[src/rtl/mlp_pkg.sv]
package mlp_pkg;

    // network shape
    localparam int FEATURES     = 16;
    localparam int HIDDEN_UNITS = 8;
    localparam int OUTPUTS      = 2;

    localparam int HW_DEPTH = HIDDEN_UNITS * FEATURES;
    localparam int OW_DEPTH = OUTPUTS * HIDDEN_UNITS;

    localparam int FEAT_AW = $clog2(FEATURES);
    localparam int HID_AW  = (HIDDEN_UNITS > 1) ? $clog2(HIDDEN_UNITS) : 1;
    localparam int HW_AW   = $clog2(HW_DEPTH);
    localparam int OW_AW   = $clog2(OW_DEPTH);
    localparam int XA_W    = (FEAT_AW > HID_AW) ? FEAT_AW : HID_AW;

    // field widths
    localparam int VAL_W    = 16;
    localparam int WIDX_W   = 7;
    localparam int MODE_W   = 2;
    localparam int LOGIT_W  = 24;
    localparam int PROD_W   = 2 * VAL_W;
    localparam int MAX_TERMS = (FEATURES > HIDDEN_UNITS) ? FEATURES : HIDDEN_UNITS;
    localparam int ACC_W    = PROD_W + $clog2(MAX_TERMS);
    localparam int FRAC_BITS = 8;

    // stream packing
    localparam int IN_DATA_W  = 24;
    localparam int OUT_DATA_W = 56;

    // item kinds on s_tuser
    localparam logic [MODE_W-1:0] MODE_HIDDEN_WEIGHT = 2'd0;
    localparam logic [MODE_W-1:0] MODE_OUTPUT_WEIGHT = 2'd1;
    localparam logic [MODE_W-1:0] MODE_FEATURE       = 2'd2;

    // register indexes
    localparam logic CFG_HIDDEN_BIAS = 1'b0;
    localparam logic CFG_OUTPUT_BIAS = 1'b1;

    // layer select on the MAC
    localparam logic LAYER_HID = 1'b0;
    localparam logic LAYER_OUT = 1'b1;

    // decision codes
    localparam logic DEC_NEG = 1'b0;
    localparam logic DEC_POS = 1'b1;

    typedef struct packed {
        logic              valid;
        logic              layer;
        logic              first;
        logic              last;
        logic [HID_AW-1:0] idx;
    } pipe_tag_t;

    typedef struct packed {
        pipe_tag_t         tag;
        logic [XA_W-1:0]   x_addr;
        logic [HW_AW-1:0]  w_addr;
    } mac_cmd_t;

    typedef struct packed {
        logic               hw_we;
        logic               ow_we;
        logic               feat_we;
        logic [FEAT_AW-1:0] feat_addr;
    } wr_cmd_t;

    typedef struct packed {
        wr_cmd_t  wr;
        mac_cmd_t mac;
        logic     load_out;
    } dp_ctrl_t;

    typedef struct packed {
        logic busy;
        logic out_free;
    } dp_status_t;

endpackage

[src/rtl/mlp_datapath.sv]
module mlp_datapath
    import mlp_pkg::*;
(
    input  logic                     aclk,
    input  logic                     aresetn,
    input  logic                     cfg_we,
    input  logic                     cfg_index,
    input  logic [VAL_W-1:0]         cfg_wdata,
    input  logic [WIDX_W-1:0]        in_weight_index,
    input  logic [VAL_W-1:0]         in_value,
    input  dp_ctrl_t                 ctrl,
    output dp_status_t               status,
    input  logic                     m_tready,
    output logic                     m_tvalid,
    output logic signed [LOGIT_W-1:0] out_logit_neg,
    output logic signed [LOGIT_W-1:0] out_logit_pos,
    output logic                     out_decision
);

    localparam logic signed [ACC_W:0] HID_MAX   = (ACC_W+1)'(32767);
    localparam logic signed [ACC_W:0] LOGIT_MAX = (ACC_W+1)'(2**(LOGIT_W-1) - 1);
    localparam logic signed [ACC_W:0] LOGIT_MIN = -(ACC_W+1)'(2**(LOGIT_W-1));

    logic signed [VAL_W-1:0] hw_mem   [HW_DEPTH];
    logic signed [VAL_W-1:0] ow_mem   [OW_DEPTH];
    logic signed [VAL_W-1:0] feat_mem [FEATURES];
    logic signed [VAL_W-1:0] hval_mem [HIDDEN_UNITS];

    logic signed [VAL_W-1:0] hidden_bias_reg, output_bias_reg;
    logic signed [VAL_W-1:0] hw_q_reg, ow_q_reg, feat_q_reg, hval_q_reg;
    pipe_tag_t               s1_reg, s2_reg, s3_reg;
    logic signed [PROD_W-1:0] prod_reg;
    logic signed [ACC_W-1:0]  acc_reg;
    logic signed [LOGIT_W-1:0] logit_reg [OUTPUTS];
    logic                     m_tvalid_reg;
    logic signed [LOGIT_W-1:0] out_neg_reg, out_pos_reg;
    logic                     out_dec_reg;

    logic signed [VAL_W-1:0] mul_a, mul_b;
    logic signed [ACC_W-1:0] acc_shifted;
    logic signed [ACC_W:0]   biased;
    logic signed [VAL_W-1:0] hid_sat;
    logic signed [LOGIT_W-1:0] logit_sat;
    logic                    fin_hid, fin_out;

    // bias registers
    always_ff @(posedge aclk) begin
        if (!aresetn) begin
            hidden_bias_reg <= 16'sd256;
            output_bias_reg <= 16'sd256;
        end else if (cfg_we) begin
            unique case (cfg_index)
                CFG_HIDDEN_BIAS: hidden_bias_reg <= cfg_wdata;
                CFG_OUTPUT_BIAS: output_bias_reg <= cfg_wdata;
            endcase
        end
    end

    // weight and feature stores, registered reads
    always_ff @(posedge aclk) begin
        if (ctrl.wr.hw_we) begin
            hw_mem[in_weight_index[HW_AW-1:0]] <= in_value;
        end
        hw_q_reg <= hw_mem[ctrl.mac.w_addr];
    end

    always_ff @(posedge aclk) begin
        if (ctrl.wr.ow_we) begin
            ow_mem[in_weight_index[OW_AW-1:0]] <= in_value;
        end
        ow_q_reg <= ow_mem[ctrl.mac.w_addr[OW_AW-1:0]];
    end

    always_ff @(posedge aclk) begin
        if (ctrl.wr.feat_we) begin
            feat_mem[ctrl.wr.feat_addr] <= in_value;
        end
        feat_q_reg <= feat_mem[ctrl.mac.x_addr[FEAT_AW-1:0]];
    end

    // finalize: floor shift, bias, saturate
    always_comb begin
        fin_hid     = s3_reg.valid && s3_reg.last && (s3_reg.layer == LAYER_HID);
        fin_out     = s3_reg.valid && s3_reg.last && (s3_reg.layer == LAYER_OUT);
        acc_shifted = acc_reg >>> FRAC_BITS;
        biased      = (ACC_W+1)'(acc_shifted) +
                      (ACC_W+1)'((s3_reg.layer == LAYER_OUT) ? output_bias_reg
                                                             : hidden_bias_reg);
        priority if (biased < 0) begin
            hid_sat = '0;
        end else if (biased > HID_MAX) begin
            hid_sat = VAL_W'(HID_MAX);
        end else begin
            hid_sat = biased[VAL_W-1:0];
        end
        priority if (biased < LOGIT_MIN) begin
            logit_sat = LOGIT_W'(LOGIT_MIN);
        end else if (biased > LOGIT_MAX) begin
            logit_sat = LOGIT_W'(LOGIT_MAX);
        end else begin
            logit_sat = biased[LOGIT_W-1:0];
        end
    end

    always_ff @(posedge aclk) begin
        if (fin_hid) begin
            hval_mem[s3_reg.idx] <= hid_sat;
        end
        hval_q_reg <= hval_mem[ctrl.mac.x_addr[HID_AW-1:0]];
    end

    // MAC pipeline
    assign mul_a = (s1_reg.layer == LAYER_OUT) ? ow_q_reg : hw_q_reg;
    assign mul_b = (s1_reg.layer == LAYER_OUT) ? hval_q_reg : feat_q_reg;

    always_ff @(posedge aclk) begin
        if (!aresetn) begin
            s1_reg.valid <= 1'b0;
            s2_reg.valid <= 1'b0;
            s3_reg.valid <= 1'b0;
        end else begin
            s1_reg.valid <= ctrl.mac.tag.valid;
            s2_reg.valid <= s1_reg.valid;
            s3_reg.valid <= s2_reg.valid;
        end
        s1_reg.layer <= ctrl.mac.tag.layer;
        s1_reg.first <= ctrl.mac.tag.first;
        s1_reg.last  <= ctrl.mac.tag.last;
        s1_reg.idx   <= ctrl.mac.tag.idx;
        s2_reg.layer <= s1_reg.layer;
        s2_reg.first <= s1_reg.first;
        s2_reg.last  <= s1_reg.last;
        s2_reg.idx   <= s1_reg.idx;
        s3_reg.layer <= s2_reg.layer;
        s3_reg.first <= s2_reg.first;
        s3_reg.last  <= s2_reg.last;
        s3_reg.idx   <= s2_reg.idx;
        prod_reg <= mul_a * mul_b;
        if (s2_reg.valid) begin
            acc_reg <= s2_reg.first ? ACC_W'(prod_reg) : acc_reg + ACC_W'(prod_reg);
        end
        if (fin_out) begin
            logit_reg[s3_reg.idx[0]] <= logit_sat;
        end
    end

    // result register
    always_ff @(posedge aclk) begin
        if (!aresetn) begin
            m_tvalid_reg <= 1'b0;
        end else if (ctrl.load_out) begin
            m_tvalid_reg <= 1'b1;
        end else if (m_tready) begin
            m_tvalid_reg <= 1'b0;
        end
        if (ctrl.load_out) begin
            out_neg_reg <= logit_reg[0];
            out_pos_reg <= logit_reg[1];
            out_dec_reg <= (logit_reg[0] > logit_reg[1]) ? DEC_NEG : DEC_POS;
        end
    end

    assign status.busy     = s1_reg.valid | s2_reg.valid | s3_reg.valid;
    assign status.out_free = !m_tvalid_reg || m_tready;
    assign m_tvalid      = m_tvalid_reg;
    assign out_logit_neg = out_neg_reg;
    assign out_logit_pos = out_pos_reg;
    assign out_decision  = out_dec_reg;

endmodule

[src/rtl/mlp_ctrl.sv]
module mlp_ctrl
    import mlp_pkg::*;
(
    input  logic              aclk,
    input  logic              aresetn,
    input  logic              in_valid,
    input  logic [MODE_W-1:0] in_mode,
    input  logic [WIDX_W-1:0] in_weight_index,
    output logic              in_ready,
    input  dp_status_t        status,
    output dp_ctrl_t          ctrl
);

    localparam logic [2:0] ST_IDLE  = 3'd0;
    localparam logic [2:0] ST_HID   = 3'd1;
    localparam logic [2:0] ST_HWAIT = 3'd2;
    localparam logic [2:0] ST_OUTL  = 3'd3;
    localparam logic [2:0] ST_OWAIT = 3'd4;
    localparam logic [2:0] ST_EMIT  = 3'd5;

    logic [2:0]         state_reg, state_next;
    logic [FEAT_AW-1:0] fcnt_reg, fcnt_next;   // features received
    logic [FEAT_AW-1:0] f_reg, f_next;
    logic [HID_AW-1:0]  h_reg, h_next;
    logic               c_reg, c_next;
    logic [HW_AW-1:0]   hwa_reg, hwa_next;
    logic [OW_AW-1:0]   owa_reg, owa_next;
    logic               accept;

    // no transfer is taken while reset is held
    assign in_ready = aresetn && (state_reg == ST_IDLE);
    assign accept   = in_valid && in_ready;

    always_comb begin
        state_next = state_reg;
        fcnt_next  = fcnt_reg;
        f_next     = f_reg;
        h_next     = h_reg;
        c_next     = c_reg;
        hwa_next   = hwa_reg;
        owa_next   = owa_reg;

        ctrl.wr.hw_we     = accept && (in_mode == MODE_HIDDEN_WEIGHT) &&
                            (32'(in_weight_index) < HW_DEPTH);
        ctrl.wr.ow_we     = accept && (in_mode == MODE_OUTPUT_WEIGHT) &&
                            (32'(in_weight_index) < OW_DEPTH);
        ctrl.wr.feat_we   = accept && (in_mode == MODE_FEATURE);
        ctrl.wr.feat_addr = fcnt_reg;
        ctrl.mac.tag.valid = 1'b0;
        ctrl.mac.tag.layer = LAYER_HID;
        ctrl.mac.tag.first = 1'b0;
        ctrl.mac.tag.last  = 1'b0;
        ctrl.mac.tag.idx   = h_reg;
        ctrl.mac.x_addr    = XA_W'(f_reg);
        ctrl.mac.w_addr    = hwa_reg;
        ctrl.load_out      = 1'b0;

        unique case (state_reg)
            ST_IDLE: begin
                if (ctrl.wr.feat_we) begin
                    if (fcnt_reg == FEAT_AW'(FEATURES - 1)) begin
                        fcnt_next  = '0;
                        state_next = ST_HID;
                    end else begin
                        fcnt_next = fcnt_reg + 1'b1;
                    end
                end
            end
            ST_HID: begin
                ctrl.mac.tag.valid = 1'b1;
                ctrl.mac.tag.first = (f_reg == '0);
                ctrl.mac.tag.last  = (f_reg == FEAT_AW'(FEATURES - 1));
                hwa_next = hwa_reg + 1'b1;
                if (f_reg == FEAT_AW'(FEATURES - 1)) begin
                    f_next = '0;
                    if (h_reg == HID_AW'(HIDDEN_UNITS - 1)) begin
                        h_next     = '0;
                        hwa_next   = '0;
                        state_next = ST_HWAIT;
                    end else begin
                        h_next = h_reg + 1'b1;
                    end
                end else begin
                    f_next = f_reg + 1'b1;
                end
            end
            ST_HWAIT: begin
                // hidden values must be written back before the output layer reads them
                if (!status.busy) begin
                    state_next = ST_OUTL;
                end
            end
            ST_OUTL: begin
                ctrl.mac.tag.valid = 1'b1;
                ctrl.mac.tag.layer = LAYER_OUT;
                ctrl.mac.tag.first = (h_reg == '0);
                ctrl.mac.tag.last  = (h_reg == HID_AW'(HIDDEN_UNITS - 1));
                ctrl.mac.tag.idx   = HID_AW'(c_reg);
                ctrl.mac.x_addr    = XA_W'(h_reg);
                ctrl.mac.w_addr    = HW_AW'(owa_reg);
                owa_next = owa_reg + 1'b1;
                if (h_reg == HID_AW'(HIDDEN_UNITS - 1)) begin
                    h_next = '0;
                    if (c_reg == 1'(OUTPUTS - 1)) begin
                        c_next     = 1'b0;
                        owa_next   = '0;
                        state_next = ST_OWAIT;
                    end else begin
                        c_next = c_reg + 1'b1;
                    end
                end else begin
                    h_next = h_reg + 1'b1;
                end
            end
            ST_OWAIT: begin
                if (!status.busy) begin
                    state_next = ST_EMIT;
                end
            end
            ST_EMIT: begin
                if (status.out_free) begin
                    ctrl.load_out = 1'b1;
                    state_next    = ST_IDLE;
                end
            end
            default: begin
                state_next = ST_IDLE;
            end
        endcase
    end

    always_ff @(posedge aclk) begin
        if (!aresetn) begin
            state_reg <= ST_IDLE;
            fcnt_reg  <= '0;
            f_reg     <= '0;
            h_reg     <= '0;
            c_reg     <= 1'b0;
            hwa_reg   <= '0;
            owa_reg   <= '0;
        end else begin
            state_reg <= state_next;
            fcnt_reg  <= fcnt_next;
            f_reg     <= f_next;
            h_reg     <= h_next;
            c_reg     <= c_next;
            hwa_reg   <= hwa_next;
            owa_reg   <= owa_next;
        end
    end

endmodule

[src/rtl/mlp_relu_two_class_inference.sv]
// Two-layer perceptron (ReLU hidden layer, two-class decision) in signed Q8.8.
// s_tuser selects the item kind: load a hidden weight (index h*FEATURES+f),
// load an output weight (index c*HIDDEN_UNITS+h) or deliver a feature. Weight
// loads and non-final features are written directly and leave the block idle
// for the next item. The last feature of an instance starts the compute pass
// on one shared 16x16 multiply-accumulate unit: 128 hidden products, a drain
// of the MAC pipeline, 16 output products, another drain and the load of the
// result register, during which s_tready is low; the load waits longer while
// the previous result is still held off by m_tready. s_tready is also low
// while reset is held.
// One result transfer follows each instance: both logits saturated to 24
// bits and the decision (0 neg when logit_neg > logit_pos, else 1 pos).
// The result sits in its own register, so the next instance may start while
// it waits for m_tready. Hidden sums are floored by 8 bits, biased and
// clamped to 0..32767; logits are floored, biased and clamped to 24 bits.
// Weights that were never loaded read as unknown. Bias registers (index 0
// hidden_bias, index 1 output_bias) reset to 1.0; the user must see that they
// are written through cfg_we only while the block is idle, as the block
// itself does not enforce this.
module mlp_relu_two_class_inference
    import mlp_pkg::*;
(
    input  logic                  aclk,
    input  logic                  aresetn,
    // configuration write port
    input  logic                  cfg_we,
    input  logic                  cfg_index,
    input  logic [VAL_W-1:0]      cfg_wdata,
    // input stream
    input  logic                  s_tvalid,
    output logic                  s_tready,
    input  logic [IN_DATA_W-1:0]  s_tdata,   // [6:0] weight_index, [22:7] value
    input  logic [MODE_W-1:0]     s_tuser,   // [1:0] mode
    // result stream
    output logic                  m_tvalid,
    input  logic                  m_tready,
    output logic [OUT_DATA_W-1:0] m_tdata    // [23:0] logit_neg, [47:24] logit_pos,
                                             // [48] decision
);

    localparam int OUT_PAD = OUT_DATA_W - 2 * LOGIT_W - 1;

    dp_ctrl_t            ctrl;
    dp_status_t          status;
    logic [WIDX_W-1:0]   in_weight_index;
    logic [VAL_W-1:0]    in_value;
    logic signed [LOGIT_W-1:0] logit_neg, logit_pos;
    logic                decision;

    assign in_weight_index = s_tdata[WIDX_W-1:0];
    assign in_value        = s_tdata[WIDX_W+VAL_W-1:WIDX_W];

    mlp_ctrl u_ctrl (
        .aclk            (aclk),
        .aresetn         (aresetn),
        .in_valid        (s_tvalid),
        .in_mode         (s_tuser),
        .in_weight_index (in_weight_index),
        .in_ready        (s_tready),
        .status          (status),
        .ctrl            (ctrl)
    );

    mlp_datapath u_datapath (
        .aclk            (aclk),
        .aresetn         (aresetn),
        .cfg_we          (cfg_we),
        .cfg_index       (cfg_index),
        .cfg_wdata       (cfg_wdata),
        .in_weight_index (in_weight_index),
        .in_value        (in_value),
        .ctrl            (ctrl),
        .status          (status),
        .m_tready        (m_tready),
        .m_tvalid        (m_tvalid),
        .out_logit_neg   (logit_neg),
        .out_logit_pos   (logit_pos),
        .out_decision    (decision)
    );

    assign m_tdata = {{OUT_PAD{1'b0}}, decision, logit_pos, logit_neg};

endmodule

[config.mk]
export PLATFORM = sky130hd
export DESIGN_NAME = mlp_relu_two_class_inference
export DESIGN_NICKNAME = d
export VERILOG_FILES = /design/src/rtl/mlp_pkg.sv /design/src/rtl/mlp_datapath.sv /design/src/rtl/mlp_ctrl.sv /design/src/rtl/mlp_relu_two_class_inference.sv
export SDC_FILE = /design/constraint.sdc
export NUM_CORES = 2
export LEC_CHECK = 0
export ABC_AREA = 1
export ABC_CLOCK_PERIOD_IN_PS = 8140
export BUFFER_PORTS_ARGS = -buffer_cell sky130_fd_sc_hd__buf_2
export CORE_ASPECT_RATIO = 1.5
export CORE_MARGIN = 1
export CORE_UTILIZATION = 38
export CTS_CLUSTER_SIZE = 20
export DETAILED_ROUTE_END_ITERATION = 10
export PLACE_DENSITY = 0.5
export SLEW_MARGIN = 0
export SYNTH_ARGS = -nofsm -noshare
export SYNTH_HDL_FRONTEND = slang
export SYNTH_SLANG_ARGS = --single-unit
[constraint.sdc]
create_clock -name aclk -period 8.14 [get_ports aclk]
set_input_delay 0.814 -clock aclk [delete_from_list [all_inputs] [get_ports aclk]]
set_output_delay 0.814 -clock aclk [all_outputs]
set_load 0.03 [all_outputs]
==> out/summary.txt <==
Placer Congestion - 0.9094
Post-synth cell types - 54
Avg Cell Area, Syn - 11.61 sq um
Area Overhead vs Synth - 12.14%
Hold Path Sink - u_datapath.output_bias_reg[8]$_SDFFE_PN1P_
Synth Warn # - 0
Synth Instances - 11300
CTS H-tree depth - 5
Status - finished, final reports clean
Full die area - 0.3475 sq mm
Site Rows - 263
First-pass GRT wire length - 579200 microns
WP data required - 8.93 ns
Post-layout utilization of the core - 42.93%
Hold path startpoint - cfg_wdata[8]
Register Area - 0.08822 sq mm
RSZ-0062 raised after global routing - false
Fmax - 133.0 MHz
Startpoint types - flop
CTS max path bufs - 4
DPL Wire Length - 240900 microns
Remaining global-route overflow - 0
CTS root buffer - clkbuf_16
Tightest Pin Transition - 1.287 ns
1st-iter DRT viols - 7459
Top_reg_cell synth - edfxtp_1
Final period util - 92.37%
DR DRC count - 0
Combined area of the multi-input logic cells - 0.03754 sq mm
Hold_buf cts - 0
Core box area - 0.3426 sq mm
GRT Overall Usage - 22.42%
Worst r2r path cells - 21
Fin area - 0.1471 sq mm
Sequential area share after synthesis - 67.27%
CP Capture Type - flop
Final hold vios - 0
First-pass DRT Iterations - 8
IO buf count - 97
Setup Buffers After CTS - 0
Number of flip-flops under the largest register name - 2048
Critical R2R Launch - u_datapath.s1_reg[5]$_DFF_P_
Post-CTS resize count - 0
Vias per inst - 5.404
#FFs+latches synth - 2996
CTS tree - built
Maxcap violations - 0
CP max FO - 22
Cell Area, Synth - 0.1311 sq mm
Number of synthesized flops with an enable pin - 2821
DIE HEIGHT - 721.5 microns
Slowest CP cell - o21ai_1
Slew Limit Fails - 0
Post-place instance area - 0.1372 sq mm
Initial antenna violation count - 14
Initial Util - 38.28%
Most used cell along the critical path - fa_1
Drt wl/cell - 24.61 microns
Max Clock Skew - 0.06148 ns
Net count, final - 11880
Arr. time, crit path - 8.31 ns
Clock Latency Late Sink - 0.90 ns
Cts bufs inserted - 307
Worst Setup Slack post-DPL - 0.5520 ns
Final setup violation count - 0
Post-DRT Antenna Nets - 0
Min Tclk post-route - 7.519 ns
Crit Path Class - flop to flop
Synth async-reset ratio - 0%
Via Count - 87220
Die Width - 481.6 microns
Hold/Removal Path Class - input port to flop
Share of post-route cells with drive strength above 1 - 7.803%
Total Routed Length - 397100 microns
Worst reg2reg setup slack - 0.62 ns
Vias in the first global route - 86780
Reg2reg end - u_datapath.prod_reg[29]$_DFF_P_
Worst-path clk slew - 0.06 ns
Largest net degree at the start of global routing - 177
Final worst slack - 0.6209 ns
CP Cell Sequence - o21ai_1 > clkinv_1 > nand2_1 > fa_1 > fa_1 > fa_1 > fa_1 > inv_1 > fa_1 > inv_1 > fa_1 > inv_1 > ha_1 > nand2_1 > nor2_1 > nand2_1 > o211ai_1 > a21boi_0 > o21ai_0 > a21oi_1 > xor2_1
Sum of negative setup slack - 0 ns
Slew headroom - 13.65%
Max incr delay on CP - 0.80 ns
CTS sink cnt - 2996
Filler cell count - 31730
Worst Hold Path Cells - 3
Io pins - 106
-- critical path: cells and delay by family (launching register included) --
kind / cells / cell delay [ns]
flops: 1 / 0.45
buf+inv: 4 / 0.80
xor+xnor: 1 / 0.18
fa+ha+maj: 7 / 3.23
compound gates: 5 / 2.18
simple gates: 4 / 0.54
-- synthesized netlist by cell type (4+ instances only) --
cell / number / area share (%)
nor2_1: 1612 / 4.6
fa_1: 264 / 4.0
nand2_1: 1698 / 4.9
dfxtp_1: 175 / 2.7
edfxtp_1: 2821 / 65
a21boi_0: 6 / 0.034
a21oi_1: 158 / 0.60
nor4_1: 4 / 0.019
xor2_1: 25 / 0.17
nand3_1: 1083 / 4.1
o21a_1: 7 / 0.040
ha_1: 180 / 1.7
buf_2: 227 / 0.87
buf_4: 31 / 0.18
nand4_1: 23 / 0.11
a31oi_1: 26 / 0.12
clkinv_1: 6 / 0.017
a21o_1: 8 / 0.046
o22ai_1: 443 / 2.1
buf_6: 15 / 0.13
or2_2: 24 / 0.11
a211oi_1: 9 / 0.052
xnor2_1: 27 / 0.18
o221ai_1: 70 / 0.47
buf_1: 64 / 0.18
o21ai_1: 145 / 0.55
nor3_2: 4 / 0.031
o211ai_1: 19 / 0.11
clkbuf_1: 304 / 0.87
nor3_1: 23 / 0.088
inv_1: 683 / 2.0
o21bai_1: 4 / 0.023
inv_2: 6 / 0.017
o21ai_0: 1070 / 4.1
-- metal layers --
metal  vias to the layer above  track usage [%]  share of wire (%)  wire length, microns
li1                      39970                -                  -                     -
met4                         8            10.69                5.2                 20510
met5                         -                0              0.011                    45
met2                      2567            40.46                 52                205100
met1                     43950            26.19                 38                151900
met3                       726            2.702                4.9                 19590
-- worst max path at each step --
| stage | start | depth (start not counted) | endpoint | slack (ns) |
|---|---|---|---|---|
| 3_3_place_gp | u_datapath.s1_reg[5]$_DFF_P_ | 23 | u_datapath.prod_reg[29]$_DFF_P_ | 0.54 |
| 3_5_place_dp | u_datapath.s1_reg[5]$_DFF_P_ | 19 | u_datapath.prod_reg[29]$_DFF_P_ | 0.55 |
| 6_report | u_datapath.s1_reg[5]$_DFF_P_ | 21 | u_datapath.prod_reg[29]$_DFF_P_ | 0.62 |
| 5_1_grt | u_datapath.s1_reg[5]$_DFF_P_ | 22 | u_datapath.prod_reg[29]$_DFF_P_ | 0.27 |
| 2_1_floorplan | u_datapath.s1_reg[5]$_DFF_P_ | 23 | u_datapath.prod_reg[28]$_DFF_P_ | 1.70 |
| 4_1_cts | u_datapath.s1_reg[5]$_DFF_P_ | 19 | u_datapath.prod_reg[29]$_DFF_P_ | 0.53 |
-- final cells by class --
type / count / share of cell area, %
sequential: 2996 / 59.99
multi-input combinational: 6974 / 25.53
clock buffer: 387 / 5.565
tap: 4505 / 3.833
timing repair buffer: 411 / 2.163
inverter: 697 / 1.810
clock inverter: 159 / 1.091
antenna: 11 / 0.01872
-- stage by stage --
stage	cells	hold WS, ns
global route	16130	0.1249
CTS	16130	0.07385
finish	16140	0.1584
detailed placement	15580	0.3121
floorplan	11310	0.3096
global placement	15580	0.3106
-- placed cells by master, fill, tap and decap left out, drive strengths merged, types with 3 or more instances in the layout --
| cell type | instances |
|---|---|
| edfxtp | 2821 |
| a21boi | 6 |
| a21o | 8 |
| o211ai | 19 |
| o21a | 7 |
| a21oi | 158 |
| a211oi | 9 |
| diode | 11 |
| conb | 15 |
| nand3 | 1085 |
| dfxtp | 175 |
| fa | 264 |
| o22ai | 443 |
| o21ai | 1218 |
| clkinvlp | 9 |
| a31oi | 26 |
| o221ai | 70 |
| nor3b | 3 |
| nand3b | 3 |
| inv | 707 |
| nand4 | 23 |
| nor4 | 4 |
| xnor2 | 27 |
| clkbuf | 387 |
| buf | 411 |
| or2 | 25 |
| clkinv | 113 |
| bufinv | 27 |
| ha | 180 |
| o21bai | 4 |
| xor2 | 25 |
| nor3 | 27 |
| nor2 | 1614 |
| nand2 | 1700 |
-- cell families after synthesis --
kind of cell	synth area share (%)
AOI/OAI and AO/OA	8.326
xor gates and xnor gates	0.3473
adders and majority gates	5.748
buffers and inverters	4.228
DFF	67.27
muxes	0.01527
other	0.002860
and+or+nand+nor	14.06
Power is left out: the tool's default activity adds up to more than one toggle a clock period on the data nets, which glitch-free logic cannot reach.
